File: src/design/assert_macros.svh
// assertion macros used by the smoother design file
`ifndef ASSERT_MACROS_SVH
`define ASSERT_MACROS_SVH

// same-cycle implication, sampled on clk, off during reset
`define ASSERT_HOLDS(label, ante, cons) \
    label: assert property (@(posedge clk) disable iff (!rst_n) (ante) |-> (cons)) \
        else $error("assertion failed");

// next-cycle implication, sampled on clk, off during reset
`define ASSERT_NEXT(label, ante, cons) \
    label: assert property (@(posedge clk) disable iff (!rst_n) (ante) |=> (cons)) \
        else $error("assertion failed");

`endif

File: src/design/hrfir_pkg.sv
// types and constants for the centered fir heart-rate smoother
package hrfir_pkg;

    localparam int MAX_TAPS_DEF = 7;
    localparam int NUM_COEF     = 7;
    localparam int COEF_W       = 16;
    localparam int SAMPLE_W     = 8;
    localparam int RESULT_W     = 16;
    localparam int TAP_W        = 3;
    localparam int CFG_INDEX_W  = 4;
    localparam int CFG_DATA_W   = 16;
    localparam int UNITY_Q14    = 16384;
    localparam int RND_SHIFT    = 6;
    localparam int RND_HALF     = 32;

    localparam logic [CFG_INDEX_W-1:0] CFG_TAP_COUNT  = 4'd0;
    localparam logic [CFG_INDEX_W-1:0] CFG_COEF_FIRST = 4'd1;
    localparam logic [CFG_INDEX_W-1:0] CFG_COEF_LAST  = 4'd7;

    localparam logic [TAP_W-1:0]  TAP_COUNT_RST = 3'd1;
    localparam logic [COEF_W-1:0] COEF_0_RST    = 16'd16384;

    typedef struct packed {
        logic [SAMPLE_W-1:0] hr_sample;
        logic                last_sample;
    } hr_sample_t;

    typedef struct packed {
        logic [RESULT_W-1:0] filtered_hr;
        logic                was_filtered;
        logic                config_error;
        logic                last_result;
    } hr_result_t;

endpackage

File: src/design/hr_centered_fir_smoother.sv
// centered fir smoother for heart-rate samples with a single shared multiply-accumulate unit
//
//  channel  | signals                              | transfer when
//  ---------+--------------------------------------+------------------------------
//  sample   | sample_valid, sample_ready, sample   | sample_valid && sample_ready
//  result   | result_valid, result_ready, result   | result_valid && result_ready
//  cfg      | cfg_valid, cfg_ready, cfg_index/data | cfg_valid && cfg_ready
//
// each sample passes through the multiply-accumulate loop, a drain step and evaluation,
// then emits its results (up to four) one at a time and takes a closing step
// with a bad tap count the loop is skipped and the sample goes straight to evaluation
// the single 16x9 multiplier is stepped once per tap
// reset clears the sample line, the stream count and the registers to their defaults
// a stalled result holds the output register; the next sample is taken once its results are queued
`include "assert_macros.svh"

module hr_centered_fir_smoother
    import hrfir_pkg::*;
#(
    parameter int MAX_TAPS = MAX_TAPS_DEF
) (
    input  logic                   clk,
    input  logic                   rst_n,
    input  logic                   sample_valid,
    output logic                   sample_ready,
    input  hr_sample_t             sample,
    output logic                   result_valid,
    input  logic                   result_ready,
    output hr_result_t             result,
    input  logic                   cfg_valid,
    output logic                   cfg_ready,
    input  logic [CFG_INDEX_W-1:0] cfg_index,
    input  logic [CFG_DATA_W-1:0]  cfg_data
);

    localparam int IDX_W  = (MAX_TAPS > 1) ? $clog2(MAX_TAPS) : 1;
    localparam int PROD_W = COEF_W + SAMPLE_W + 1;
    localparam int ACC_W  = PROD_W + 3;
    localparam int SUM_W  = COEF_W + 3;
    localparam int CNT_W  = TAP_W + 1;
    localparam int HALF_W = TAP_W - 1;
    localparam int KIDX_W = $clog2(NUM_COEF);

    typedef enum logic [2:0] {
        S_IDLE,
        S_MAC,
        S_DRAIN,
        S_EVAL,
        S_EMIT
    } state_t;

    state_t                    state_reg;
    logic [TAP_W-1:0]          t_reg;
    logic signed [COEF_W-1:0]  coef_reg [NUM_COEF];
    logic [SAMPLE_W-1:0]       line_reg [MAX_TAPS];
    logic [TAP_W-1:0]          seen_reg;
    logic [CNT_W-1:0]          cnt_reg;
    logic                      last_reg;
    logic [KIDX_W-1:0]         k_reg;
    logic signed [PROD_W-1:0]  prod_reg;
    logic                      prod_vld_reg;
    logic signed [ACC_W-1:0]   acc_reg;
    logic signed [SUM_W-1:0]   sum_reg;
    logic                      err_reg;
    logic                      filt_reg;
    logic                      main_reg;
    logic [RESULT_W-1:0]       main_val_reg;
    logic [HALF_W-1:0]         pend_reg;
    logic                      out_valid_reg;
    hr_result_t                out_reg;

    logic                      t_ok;
    logic                      err_now;
    logic [HALF_W-1:0]         half_now;
    logic                      filt_now;
    logic                      main_now;
    logic [HALF_W-1:0]         pend_now;
    logic [CNT_W-1:0]          rd_pos;
    logic [SAMPLE_W-1:0]       rd_sample;
    logic signed [COEF_W-1:0]  coef_k;
    logic signed [PROD_W-1:0]  prod_next;
    logic [ACC_W-1:0]          acc_rnd;
    logic [RESULT_W-1:0]       fir_val;
    logic [RESULT_W-1:0]       main_val_now;
    logic [RESULT_W-1:0]       pass_val;
    logic                      slot_free;
    logic                      emit_now;

    assign t_ok     = t_reg[0] && (int'(t_reg) <= MAX_TAPS);
    assign err_now  = !t_ok || (sum_reg != SUM_W'(UNITY_Q14));
    assign half_now = err_now ? '0 : t_reg[TAP_W-1:1];
    assign filt_now = !err_now && (cnt_reg >= {1'b0, t_reg});
    assign main_now = cnt_reg > CNT_W'(half_now);
    assign pend_now = !last_reg ? '0 :
                      (cnt_reg < CNT_W'(half_now)) ? HALF_W'(cnt_reg) : half_now;

    // one line read port shared by the loop, the centered pass value and the flush
    always_comb
    begin
        case (state_reg)
            S_MAC:   rd_pos = {1'b0, t_reg} - CNT_W'(1) - CNT_W'(k_reg);
            S_EVAL:  rd_pos = CNT_W'(half_now);
            S_EMIT:  rd_pos = CNT_W'(pend_reg) - CNT_W'(1);
            default: rd_pos = '0;
        endcase
    end

    assign rd_sample = (int'(rd_pos) < MAX_TAPS) ? line_reg[IDX_W'(rd_pos)] : '0;
    assign pass_val  = {rd_sample, 8'h00};

    assign coef_k    = coef_reg[k_reg];
    assign prod_next = coef_k * $signed({1'b0, rd_sample});

    // round half up to q8.8, clamp below at zero and above at full scale
    assign acc_rnd = acc_reg + ACC_W'(RND_HALF);
    always_comb
    begin
        if (acc_reg[ACC_W-1])
            fir_val = '0;
        else if (|acc_rnd[ACC_W-1:RND_SHIFT+RESULT_W])
            fir_val = '1;
        else
            fir_val = acc_rnd[RND_SHIFT+RESULT_W-1:RND_SHIFT];
    end

    assign main_val_now = filt_now ? fir_val : pass_val;
    assign slot_free    = !out_valid_reg || result_ready;
    assign emit_now     = (state_reg == S_EMIT) && (main_reg || (pend_reg != '0)) && slot_free;

    always_ff @(posedge clk or negedge rst_n)
    begin
        if (!rst_n)
        begin
            state_reg     <= S_IDLE;
            t_reg         <= TAP_COUNT_RST;
            for (int i = 0; i < NUM_COEF; i++)
            begin
                coef_reg[i] <= (i == 0) ? COEF_0_RST : '0;
            end
            for (int i = 0; i < MAX_TAPS; i++)
            begin
                line_reg[i] <= '0;
            end
            seen_reg      <= '0;
            cnt_reg       <= '0;
            last_reg      <= 1'b0;
            k_reg         <= '0;
            prod_reg      <= '0;
            prod_vld_reg  <= 1'b0;
            acc_reg       <= '0;
            sum_reg       <= '0;
            err_reg       <= 1'b0;
            filt_reg      <= 1'b0;
            main_reg      <= 1'b0;
            main_val_reg  <= '0;
            pend_reg      <= '0;
            out_valid_reg <= 1'b0;
            out_reg       <= '0;
        end
        else
        begin
            if (emit_now)
                out_valid_reg <= 1'b1;
            else if (result_valid && result_ready)
                out_valid_reg <= 1'b0;

            if (cfg_valid)
            begin
                if (cfg_index == CFG_TAP_COUNT)
                    t_reg <= cfg_data[TAP_W-1:0];
                else if (cfg_index >= CFG_COEF_FIRST && cfg_index <= CFG_COEF_LAST)
                    coef_reg[KIDX_W'(cfg_index - CFG_COEF_FIRST)] <= cfg_data;
            end

            case (state_reg)
                S_IDLE:
                begin
                    if (sample_valid)
                    begin
                        for (int i = MAX_TAPS - 1; i > 0; i--)
                        begin
                            line_reg[i] <= line_reg[i-1];
                        end
                        line_reg[0]  <= sample.hr_sample;
                        last_reg     <= sample.last_sample;
                        cnt_reg      <= {1'b0, seen_reg} + CNT_W'(1);
                        k_reg        <= '0;
                        sum_reg      <= '0;
                        acc_reg      <= '0;
                        prod_vld_reg <= 1'b0;
                        state_reg    <= t_ok ? S_MAC : S_EVAL;
                    end
                end
                S_MAC:
                begin
                    prod_reg     <= prod_next;
                    prod_vld_reg <= 1'b1;
                    sum_reg      <= sum_reg + SUM_W'(coef_k);
                    if (prod_vld_reg)
                        acc_reg <= acc_reg + ACC_W'(prod_reg);
                    k_reg <= k_reg + KIDX_W'(1);
                    if (TAP_W'(k_reg) == t_reg - TAP_W'(1))
                        state_reg <= S_DRAIN;
                end
                S_DRAIN:
                begin
                    acc_reg   <= acc_reg + ACC_W'(prod_reg);
                    state_reg <= S_EVAL;
                end
                S_EVAL:
                begin
                    err_reg      <= err_now;
                    filt_reg     <= filt_now;
                    main_reg     <= main_now;
                    main_val_reg <= main_val_now;
                    pend_reg     <= pend_now;
                    state_reg    <= S_EMIT;
                end
                S_EMIT:
                begin
                    if (main_reg)
                    begin
                        if (slot_free)
                        begin
                            out_reg.filtered_hr  <= main_val_reg;
                            out_reg.was_filtered <= filt_reg;
                            out_reg.config_error <= err_reg;
                            out_reg.last_result  <= last_reg && (pend_reg == '0);
                            main_reg             <= 1'b0;
                        end
                    end
                    else if (pend_reg != '0)
                    begin
                        if (slot_free)
                        begin
                            out_reg.filtered_hr  <= pass_val;
                            out_reg.was_filtered <= 1'b0;
                            out_reg.config_error <= err_reg;
                            out_reg.last_result  <= last_reg && (pend_reg == HALF_W'(1));
                            pend_reg             <= pend_reg - HALF_W'(1);
                        end
                    end
                    else
                    begin
                        // end of stream clears the window
                        if (last_reg)
                        begin
                            for (int i = 0; i < MAX_TAPS; i++)
                            begin
                                line_reg[i] <= '0;
                            end
                            seen_reg <= '0;
                        end
                        else
                        begin
                            seen_reg <= cnt_reg[CNT_W-1] ? '1 : cnt_reg[TAP_W-1:0];
                        end
                        state_reg <= S_IDLE;
                    end
                end
                default:
                begin
                    state_reg <= S_IDLE;
                end
            endcase
        end
    end

    assign sample_ready = (state_reg == S_IDLE);
    assign cfg_ready    = 1'b1;
    assign result_valid = out_valid_reg;
    assign result       = out_reg;

    `ASSERT_HOLDS(a_idle_nothing_queued, sample_ready, !main_reg && (pend_reg == '0))
    `ASSERT_HOLDS(a_filtered_not_error, result_valid && result.was_filtered, !result.config_error)
    `ASSERT_NEXT(a_mac_exits_to_drain, state_reg == S_MAC, state_reg == S_MAC || state_reg == S_DRAIN)

endmodule

File: config.mk
export PLATFORM = sky130hd
export DESIGN_NAME = hr_centered_fir_smoother
export DESIGN_NICKNAME = d
export VERILOG_FILES = /design/src/design/hrfir_pkg.sv /design/src/design/hr_centered_fir_smoother.sv
export VERILOG_INCLUDE_DIRS = /design/src /design/src/design
export SDC_FILE = /design/constraint.sdc
export NUM_CORES = 1
export LEC_CHECK = 0
export BUFFER_PORTS_ARGS = -buffer_cell sky130_fd_sc_hd__buf_2
export CAP_MARGIN = 20
export CELL_PAD_IN_SITES_DETAIL_PLACEMENT = 1
export CELL_PAD_IN_SITES_GLOBAL_PLACEMENT = 1
export CORE_ASPECT_RATIO = 2
export CORE_MARGIN = 2
export CORE_UTILIZATION = 45
export DETAILED_ROUTE_END_ITERATION = 10
export HOLD_SLACK_MARGIN = 0.15
export PLACE_DENSITY_LB_ADDON = 0.1
export SYNTH_ARGS = -nofsm -noshare
export SYNTH_HDL_FRONTEND = slang
export SYNTH_SLANG_ARGS = --single-unit
File: constraint.sdc
create_clock -name clk -period 14.25 [get_ports clk]
set_input_delay 0.7125 -clock clk [delete_from_list [all_inputs] [get_ports clk]]
set_output_delay 0.7125 -clock clk [all_outputs]
set_load 0.005 [all_outputs]
Word-level counts from Yosys, hierarchy flattened

Cells that the tools add are included.

Bits in registers: 299
Input bits: 34
Logic and storage cells: 164

$add $sub $neg: 11
Multiply operators: 1
$lt $le $gt $ge: 10
Equal/unequal tests: 15
Muxes and demuxes: 52
Bitwise operators: 6
Reduce and logical (&&, ||, !) cells: 35

Operator list:

| kind                                                              | count |
|---|---|
| 56-bit two-way mux                                                | 4 |
| 112-bit bitwise mux                                               | 1 |
| 56-bit case mux with 2 select lines                               | 1 |
| 16-bit two-way mux                                                | 6 |
| 19-bit two-way mux                                                | 5 |
| 28-bit case mux with 3 select lines                               | 1 |
| 28-bit two-way mux                                                | 2 |
| 16-bit binary-select mux with 3-bit select                        | 1 |
| 16-bit demux with 3-bit select                                    | 1 |
| 19-bit case mux with 2 select lines                               | 1 |
| 28-bit by 25-bit adder with 28-bit output                         | 1 |
| 28-bit by 7-bit adder with 28-bit output, second input constant   | 1 |
| 16-bit by 9-bit multiplier with 25-bit output                     | 1 |
| 8-bit binary-select mux with 3-bit select                         | 1 |
| 8-bit two-way mux                                                 | 3 |
| 3-bit two-way mux                                                 | 7 |
| 19-bit by 16-bit adder with 19-bit output                         | 1 |
| 19-bit by 16-bit != test with 1-bit output, second input constant | 1 |
| 3-bit case mux with 5 select lines                                | 1 |
| 2-bit two-way mux                                                 | 7 |
| 2-bit != test, second input constant                              | 7 |
| 4-bit >= comparator, second input constant                        | 3 |
| 3-bit inverter with 4-bit output                                  | 3 |
| 4-bit case mux with 3 select lines                                | 1 |
| 38 further kinds                                                  | 69 |

Logic depth before layout (Yosys ltp)

Depth after elaboration: 12
Gate-level depth with buffers: 31

Least setup slack after synthesis

OpenSTA, ideal clock, no wires.

Path type: register to register
Start point: reg k_reg[1]
End point: reg prod_reg[22]
Data arrival time: 7,624 ps
Slack: 6,557 ps
Stages on the path, launching flop included: 29
Path buffers: 5
Path through: dfrtp_1 > clkbuf_1 > buf_1 > clkbuf_1 > inv_1 > fa_1 > a21oi_2 > nand2_4 > buf_8 > mux2_2 > a221oi_1 > a211o_1 > buf_2 > nor2_1 > fa_1 > fa_1 > fa_1 > inv_1 > fa_1 > inv_1 > ha_1 > a21o_1 > a21oi_1 > nor2b_1 > or4_1 > o21ai_1 > a211oi_1 > or4_1 > nand3_1

Cells in the longest elaborated chain, start to end: 8

Ends and longest elaborated chain:

| item                                                   | line                            | RTL |
|---|---|---|
| start, declared                                        | hr_centered_fir_smoother.sv:59  | `logic [KIDX_W-1:0] k_reg;` |
| start signal, assigned                                 | hr_centered_fir_smoother.sv:201 | `k_reg <= k_reg + KIDX_W'(1);` |
| 4-bit by 3-bit subtractor with 4-bit output            | hr_centered_fir_smoother.sv:101 | `S_MAC: rd_pos = {1'b0, t_reg} - CNT_W'(1) - CNT_W'(k_reg);` |
| 4-bit case mux with 3 select lines                     | hr_centered_fir_smoother.sv:100 | `case (state_reg)` |
| 3-bit inverter with 4-bit output (not written as such) | hr_centered_fir_smoother.sv:108 | `assign rd_sample = (int'(rd_pos) < MAX_TAPS) ? line_reg[IDX_W'(rd_pos)] : '0;` |
| 8-bit binary-select mux with 3-bit select              | hr_centered_fir_smoother.sv:108 |  |
| 8-bit two-way mux (not written as such) (2 in series)  | hr_centered_fir_smoother.sv:108 |  |
| 8-bit two-way mux                                      | hr_centered_fir_smoother.sv:108 |  |
| 16-bit by 9-bit multiplier with 25-bit output (*)      | hr_centered_fir_smoother.sv:112 | `assign prod_next = coef_k * $signed({1'b0, rd_sample});` |
| end signal, assigned                                   | hr_centered_fir_smoother.sv:196 | `prod_reg <= prod_next;` |
| end, declared                                          | hr_centered_fir_smoother.sv:60  | `logic signed [PROD_W-1:0] prod_reg;` |

Mark *: on every way between the ends. The rest lies on a longest branch, timed or not. The select of a mux whose other input is x is not followed.
A chain may end at the register's enable or synchronous reset.

Final worst setup path

Start point: reg k_reg[2]
End point: reg prod_reg[22]

Same word-level chain as after synthesis.

==> run summary <==
The run finished with clean final reports. The port buffer count came out at 54. The initialized floorplan defines 111 standard-cell rows. The tools report the TritonCTS buffer count as 29. The most common cell after layout, fill and taps aside is sky130_fd_sc_hd__nand2_1. The tools report the endpoint of the worst register-to-register path as prod_reg[22]$_DFFE_PN0P_. For the final hold violation count, the log shows 0.

0 antenna diodes ended up in the layout. The quantity of hold-fixing buffers added after cts was 1. The number of vias per cell works out to 5.78. After synthesis, the netlist uses 92 different library cells.

For the remaining antenna violation count, the log shows 0. Detailed placement HPWL: 45.1 mm. The number of cells on the worst reg-to-reg path is 24. The dominant synthesized flop cell was sky130_fd_sc_hd__dfrtp_1. The floorplan die height was 308 um. The worst slew slack as a fraction of its limit is 0.251, and the number of buffers on the longest clock path is 3. The critical path is of the register to register type. The first global-routing pass estimated 96.5 mm of wire. The routed layout has 15900 vias.

The run gives 0 as the max-capacitance violation count. Layout cell share with drive strength beyond 1: 0.150. The transition time at the pin with the least slew margin works out to 1.11 ns. The class of the most critical hold timing path is input pin to register. The kind of end point of the critical path was a register. In the layout the commonest cells are 321 x sky130_fd_sc_hd__nand2_1, 297 x sky130_fd_sc_hd__dfrtp_1, 187 x sky130_fd_sc_hd__inv_1, 141 x sky130_fd_sc_hd__nor2_1, 131 x sky130_fd_sc_hd__o21ai_0. In this run the worst path has a maximum fanout of 25. STA classifies the critical path startpoint as a register.

CTS root buffer: sky130_fd_sc_hd__clkbuf_16. Counting flops with a built-in enable in the synthesized netlist gives 0. The number of clock sinks was 299. The count of final setup violators came out at 0. The initial antenna violation count is 0, and the minimum period implied by the final worst setup slack is 8.76 ns.

Setup repair after global routing left no endpoint under its margin. In the routed design, unresolved DRC markers number 0. The worst register-to-register path begins at k_reg[2]$_DFFE_PN0P_. The arrival time at the worst endpoint is 9.29 ns, and the detailed-route wire length is 59.7 mm.

The first TritonRoute pass finished after 4 iterations. The register with the most flip-flops in the layout has 112 of them. In this run the register-to-register setup slack is 5.49 ns. The first-iteration detailed-routing DRC count was 495; the count of state elements after synthesis was 299. In the synthesized netlist, the number of instances is 2132. TritonCTS built the clock tree.

The run gives 0 ns as the aggregate negative setup slack. Share of the clock period used by the worst path after layout: 0.615. The net count reported at finish was 2407; the maximum number of pins on one net before global-route repair was 113. After global routing the overflow that remains totals 0.

For the post-synthesis cell area, the log shows 0.0207 mm^2. Buffers added to address setup during post-CTS repair amount to 0. At the end of routability-driven placement, the weighted congestion stood at 0.942. The clock-pin slew of the registers on the worst-case setup and hold paths works out to 0.07 ns. The area of the die is 0.0479 mm^2. The endpoint of the worst setup timing path was prod_reg[22]$_DFFE_PN0P_. The level count of the clock H-tree is 1. Count of pins on the block boundary: 56.

The global-route usage over all layers is 0.258, and the net count after synthesis is 2382. Relative to the synthesized area, the layout overhead comes to 9.25%. For the worst-skew pair, the clock arrives at the later sink with an insertion delay of 0.61 ns. In this run, post-CTS repair resized a total of 0 instances. The post-synthesis area per instance is 9.73 um^2. Dividing the detail-routed wire length by the instance count gives 21.7 um. Area of the core: 0.0457 mm^2. The die is 156 um wide. The starting density of the core is 0.454, and the fraction of synthesis flops using an asynchronous set or reset pin is 1.00.

The tools report the highest clock rate as 0.114 GHz. Across the routed clock network, the largest skew measured is 0.0246 ns. During synthesis, Yosys emitted a total of 0 warnings. The critical path starts at k_reg[2]$_DFFE_PN0P_. The logs give 14.78 ns for the data required time at the worst endpoint and 17800 for the via count of the first global-routing pass.

Sequential cell area fraction in the yosys report: 0.361. Max-slew violation count: 0.
==> layer usage <==
layer,share of wire,global-route usage,vias to the layer above
met5,0,0,-
met1,0.35,0.259,8138
met4,0.048,0.112,0
met2,0.57,0.524,257
met3,0.023,0.0227,134
li1,-,-,7348
==> per-stage QoR <==
stage | utilization | area (um^2) | instances | worst slack [ns] | hold WS [ns]
final | 0.496 | 22700 | 2745 | 5.49 | 0.345
after floorplan | - | 20700 | 2132 | 6.56 | 0.417
after CTS | 0.496 | 22600 | 2744 | 5.41 | 0.322
after global placement | 0.472 | 21500 | 2688 | 5.72 | 0.444
after detailed placement | 0.472 | 21600 | 2689 | 5.46 | 0.452
after global routing | 0.496 | 22700 | 2745 | 4.91 | 0.353
==> logic make-up (layout without fill, tap and decap cells) <==
family | after synthesis | in the layout | share of synthesized area
compound gates | 414 | 414 | 0.133
simple gates | 686 | 686 | 0.155
mux | 170 | 170 | 0.0997
fa+ha+maj | 216 | 216 | 0.168
flops | 299 | 299 | 0.361
xor+xnor | 67 | 67 | 0.0283
other cells | 1 | 1 | 0.000181
buf+inv | 279 | 327 | 0.0551
==> cell type report <==
type / instances / area, um^2
timing repair buffer: 86 / 543
sequential: 299 / 7480
clock buffer: 39 / 853
clock inverter: 15 / 225
inverter: 187 / 702
fill: 5148 / 23000
tap: 565 / 707
multi-input combinational: 1554 / 12200
==> worst max-delay path, stage by stage, from the launching register on <==
cell and delay, ns:
sky130_fd_sc_hd__dfrtp_1 0.97, sky130_fd_sc_hd__inv_1 0.49, sky130_fd_sc_hd__ha_1 0.46, sky130_fd_sc_hd__xor2_1 0.26
sky130_fd_sc_hd__a22oi_2 0.09, sky130_fd_sc_hd__buf_4 0.25, sky130_fd_sc_hd__o31ai_4 0.73, sky130_fd_sc_hd__a41o_1 0.16
sky130_fd_sc_hd__a211o_1 0.61, sky130_fd_sc_hd__nor2_1 0.16, sky130_fd_sc_hd__fa_1 0.59, sky130_fd_sc_hd__fa_1 0.46
sky130_fd_sc_hd__fa_1 0.54, sky130_fd_sc_hd__inv_1 0.05, sky130_fd_sc_hd__fa_1 0.53, sky130_fd_sc_hd__inv_1 0.04
sky130_fd_sc_hd__ha_1 0.36, sky130_fd_sc_hd__a21o_1 0.19, sky130_fd_sc_hd__a21oi_1 0.16, sky130_fd_sc_hd__nor2b_1 0.08
sky130_fd_sc_hd__or4_1 0.40, sky130_fd_sc_hd__o21ai_1 0.33, sky130_fd_sc_hd__a211oi_1 0.15, sky130_fd_sc_hd__or4_1 0.49
sky130_fd_sc_hd__nand3_1 0.09
==> cell usage after synthesis, types with 5 or more instances <==
master                     instances  area share
sky130_fd_sc_hd__a211o_1           6      0.0025
sky130_fd_sc_hd__a211oi_1         13      0.0047
sky130_fd_sc_hd__a21o_1           48       0.017
sky130_fd_sc_hd__a21oi_1          76       0.018
sky130_fd_sc_hd__a221o_1          10      0.0048
sky130_fd_sc_hd__a22o_1           16      0.0068
sky130_fd_sc_hd__a311oi_1          5      0.0021
sky130_fd_sc_hd__a31oi_1           8      0.0024
sky130_fd_sc_hd__and2_1           10      0.0030
sky130_fd_sc_hd__and3_1           14      0.0042
sky130_fd_sc_hd__buf_2             8      0.0019
sky130_fd_sc_hd__buf_4             6      0.0022
sky130_fd_sc_hd__buf_6             7      0.0038
sky130_fd_sc_hd__clkbuf_1         66       0.012
sky130_fd_sc_hd__dfrtp_1         297        0.36
sky130_fd_sc_hd__fa_1            105        0.10
sky130_fd_sc_hd__ha_1            111       0.067
sky130_fd_sc_hd__inv_1           187       0.034
sky130_fd_sc_hd__mux2_2          128       0.069
sky130_fd_sc_hd__mux2i_1          24       0.012
sky130_fd_sc_hd__mux4_2           16       0.017
sky130_fd_sc_hd__nand2_1         322       0.058
sky130_fd_sc_hd__nand2b_1         18      0.0054
sky130_fd_sc_hd__nand3_1          70       0.017
sky130_fd_sc_hd__nand4_1           8      0.0024
sky130_fd_sc_hd__nor2_1          142       0.026
sky130_fd_sc_hd__nor2b_1          16      0.0048
sky130_fd_sc_hd__nor3_1           26      0.0063
sky130_fd_sc_hd__nor3b_1          10      0.0036
sky130_fd_sc_hd__nor4_4            5      0.0051
sky130_fd_sc_hd__o211ai_1         12      0.0043
sky130_fd_sc_hd__o21a_1            9      0.0033
sky130_fd_sc_hd__o21ai_0         131       0.032
sky130_fd_sc_hd__o21ai_1           7      0.0017
sky130_fd_sc_hd__o21bai_1          7      0.0025
sky130_fd_sc_hd__o31ai_1          16      0.0058
sky130_fd_sc_hd__o41ai_1           7      0.0030
sky130_fd_sc_hd__or3_1             8      0.0024
sky130_fd_sc_hd__xnor2_1          43       0.018
sky130_fd_sc_hd__xor2_1           24       0.010
==> how the worst min path moves through the flow <==
stage	start	to	slack (ns)	depth (start not counted)
floorplan	rst_n	acc_reg[0]$_DFFE_PN0P_	0.42	0
global route	sample[8]	line_reg[55]$_DFFE_PN0P_	0.35	3
CTS	sample[8]	line_reg[55]$_DFFE_PN0P_	0.32	3
finish	sample[8]	line_reg[55]$_DFFE_PN0P_	0.35	3
detailed placement	result[2]$_DFFE_PN0P_	result[2]$_DFFE_PN0P_	0.45	2
global placement	result[7]$_DFFE_PN0P_	result[7]$_DFFE_PN0P_	0.44	2
Power is left out: the tool's default activity adds up to more than one toggle a clock period on the data nets, which glitch-free logic cannot reach.
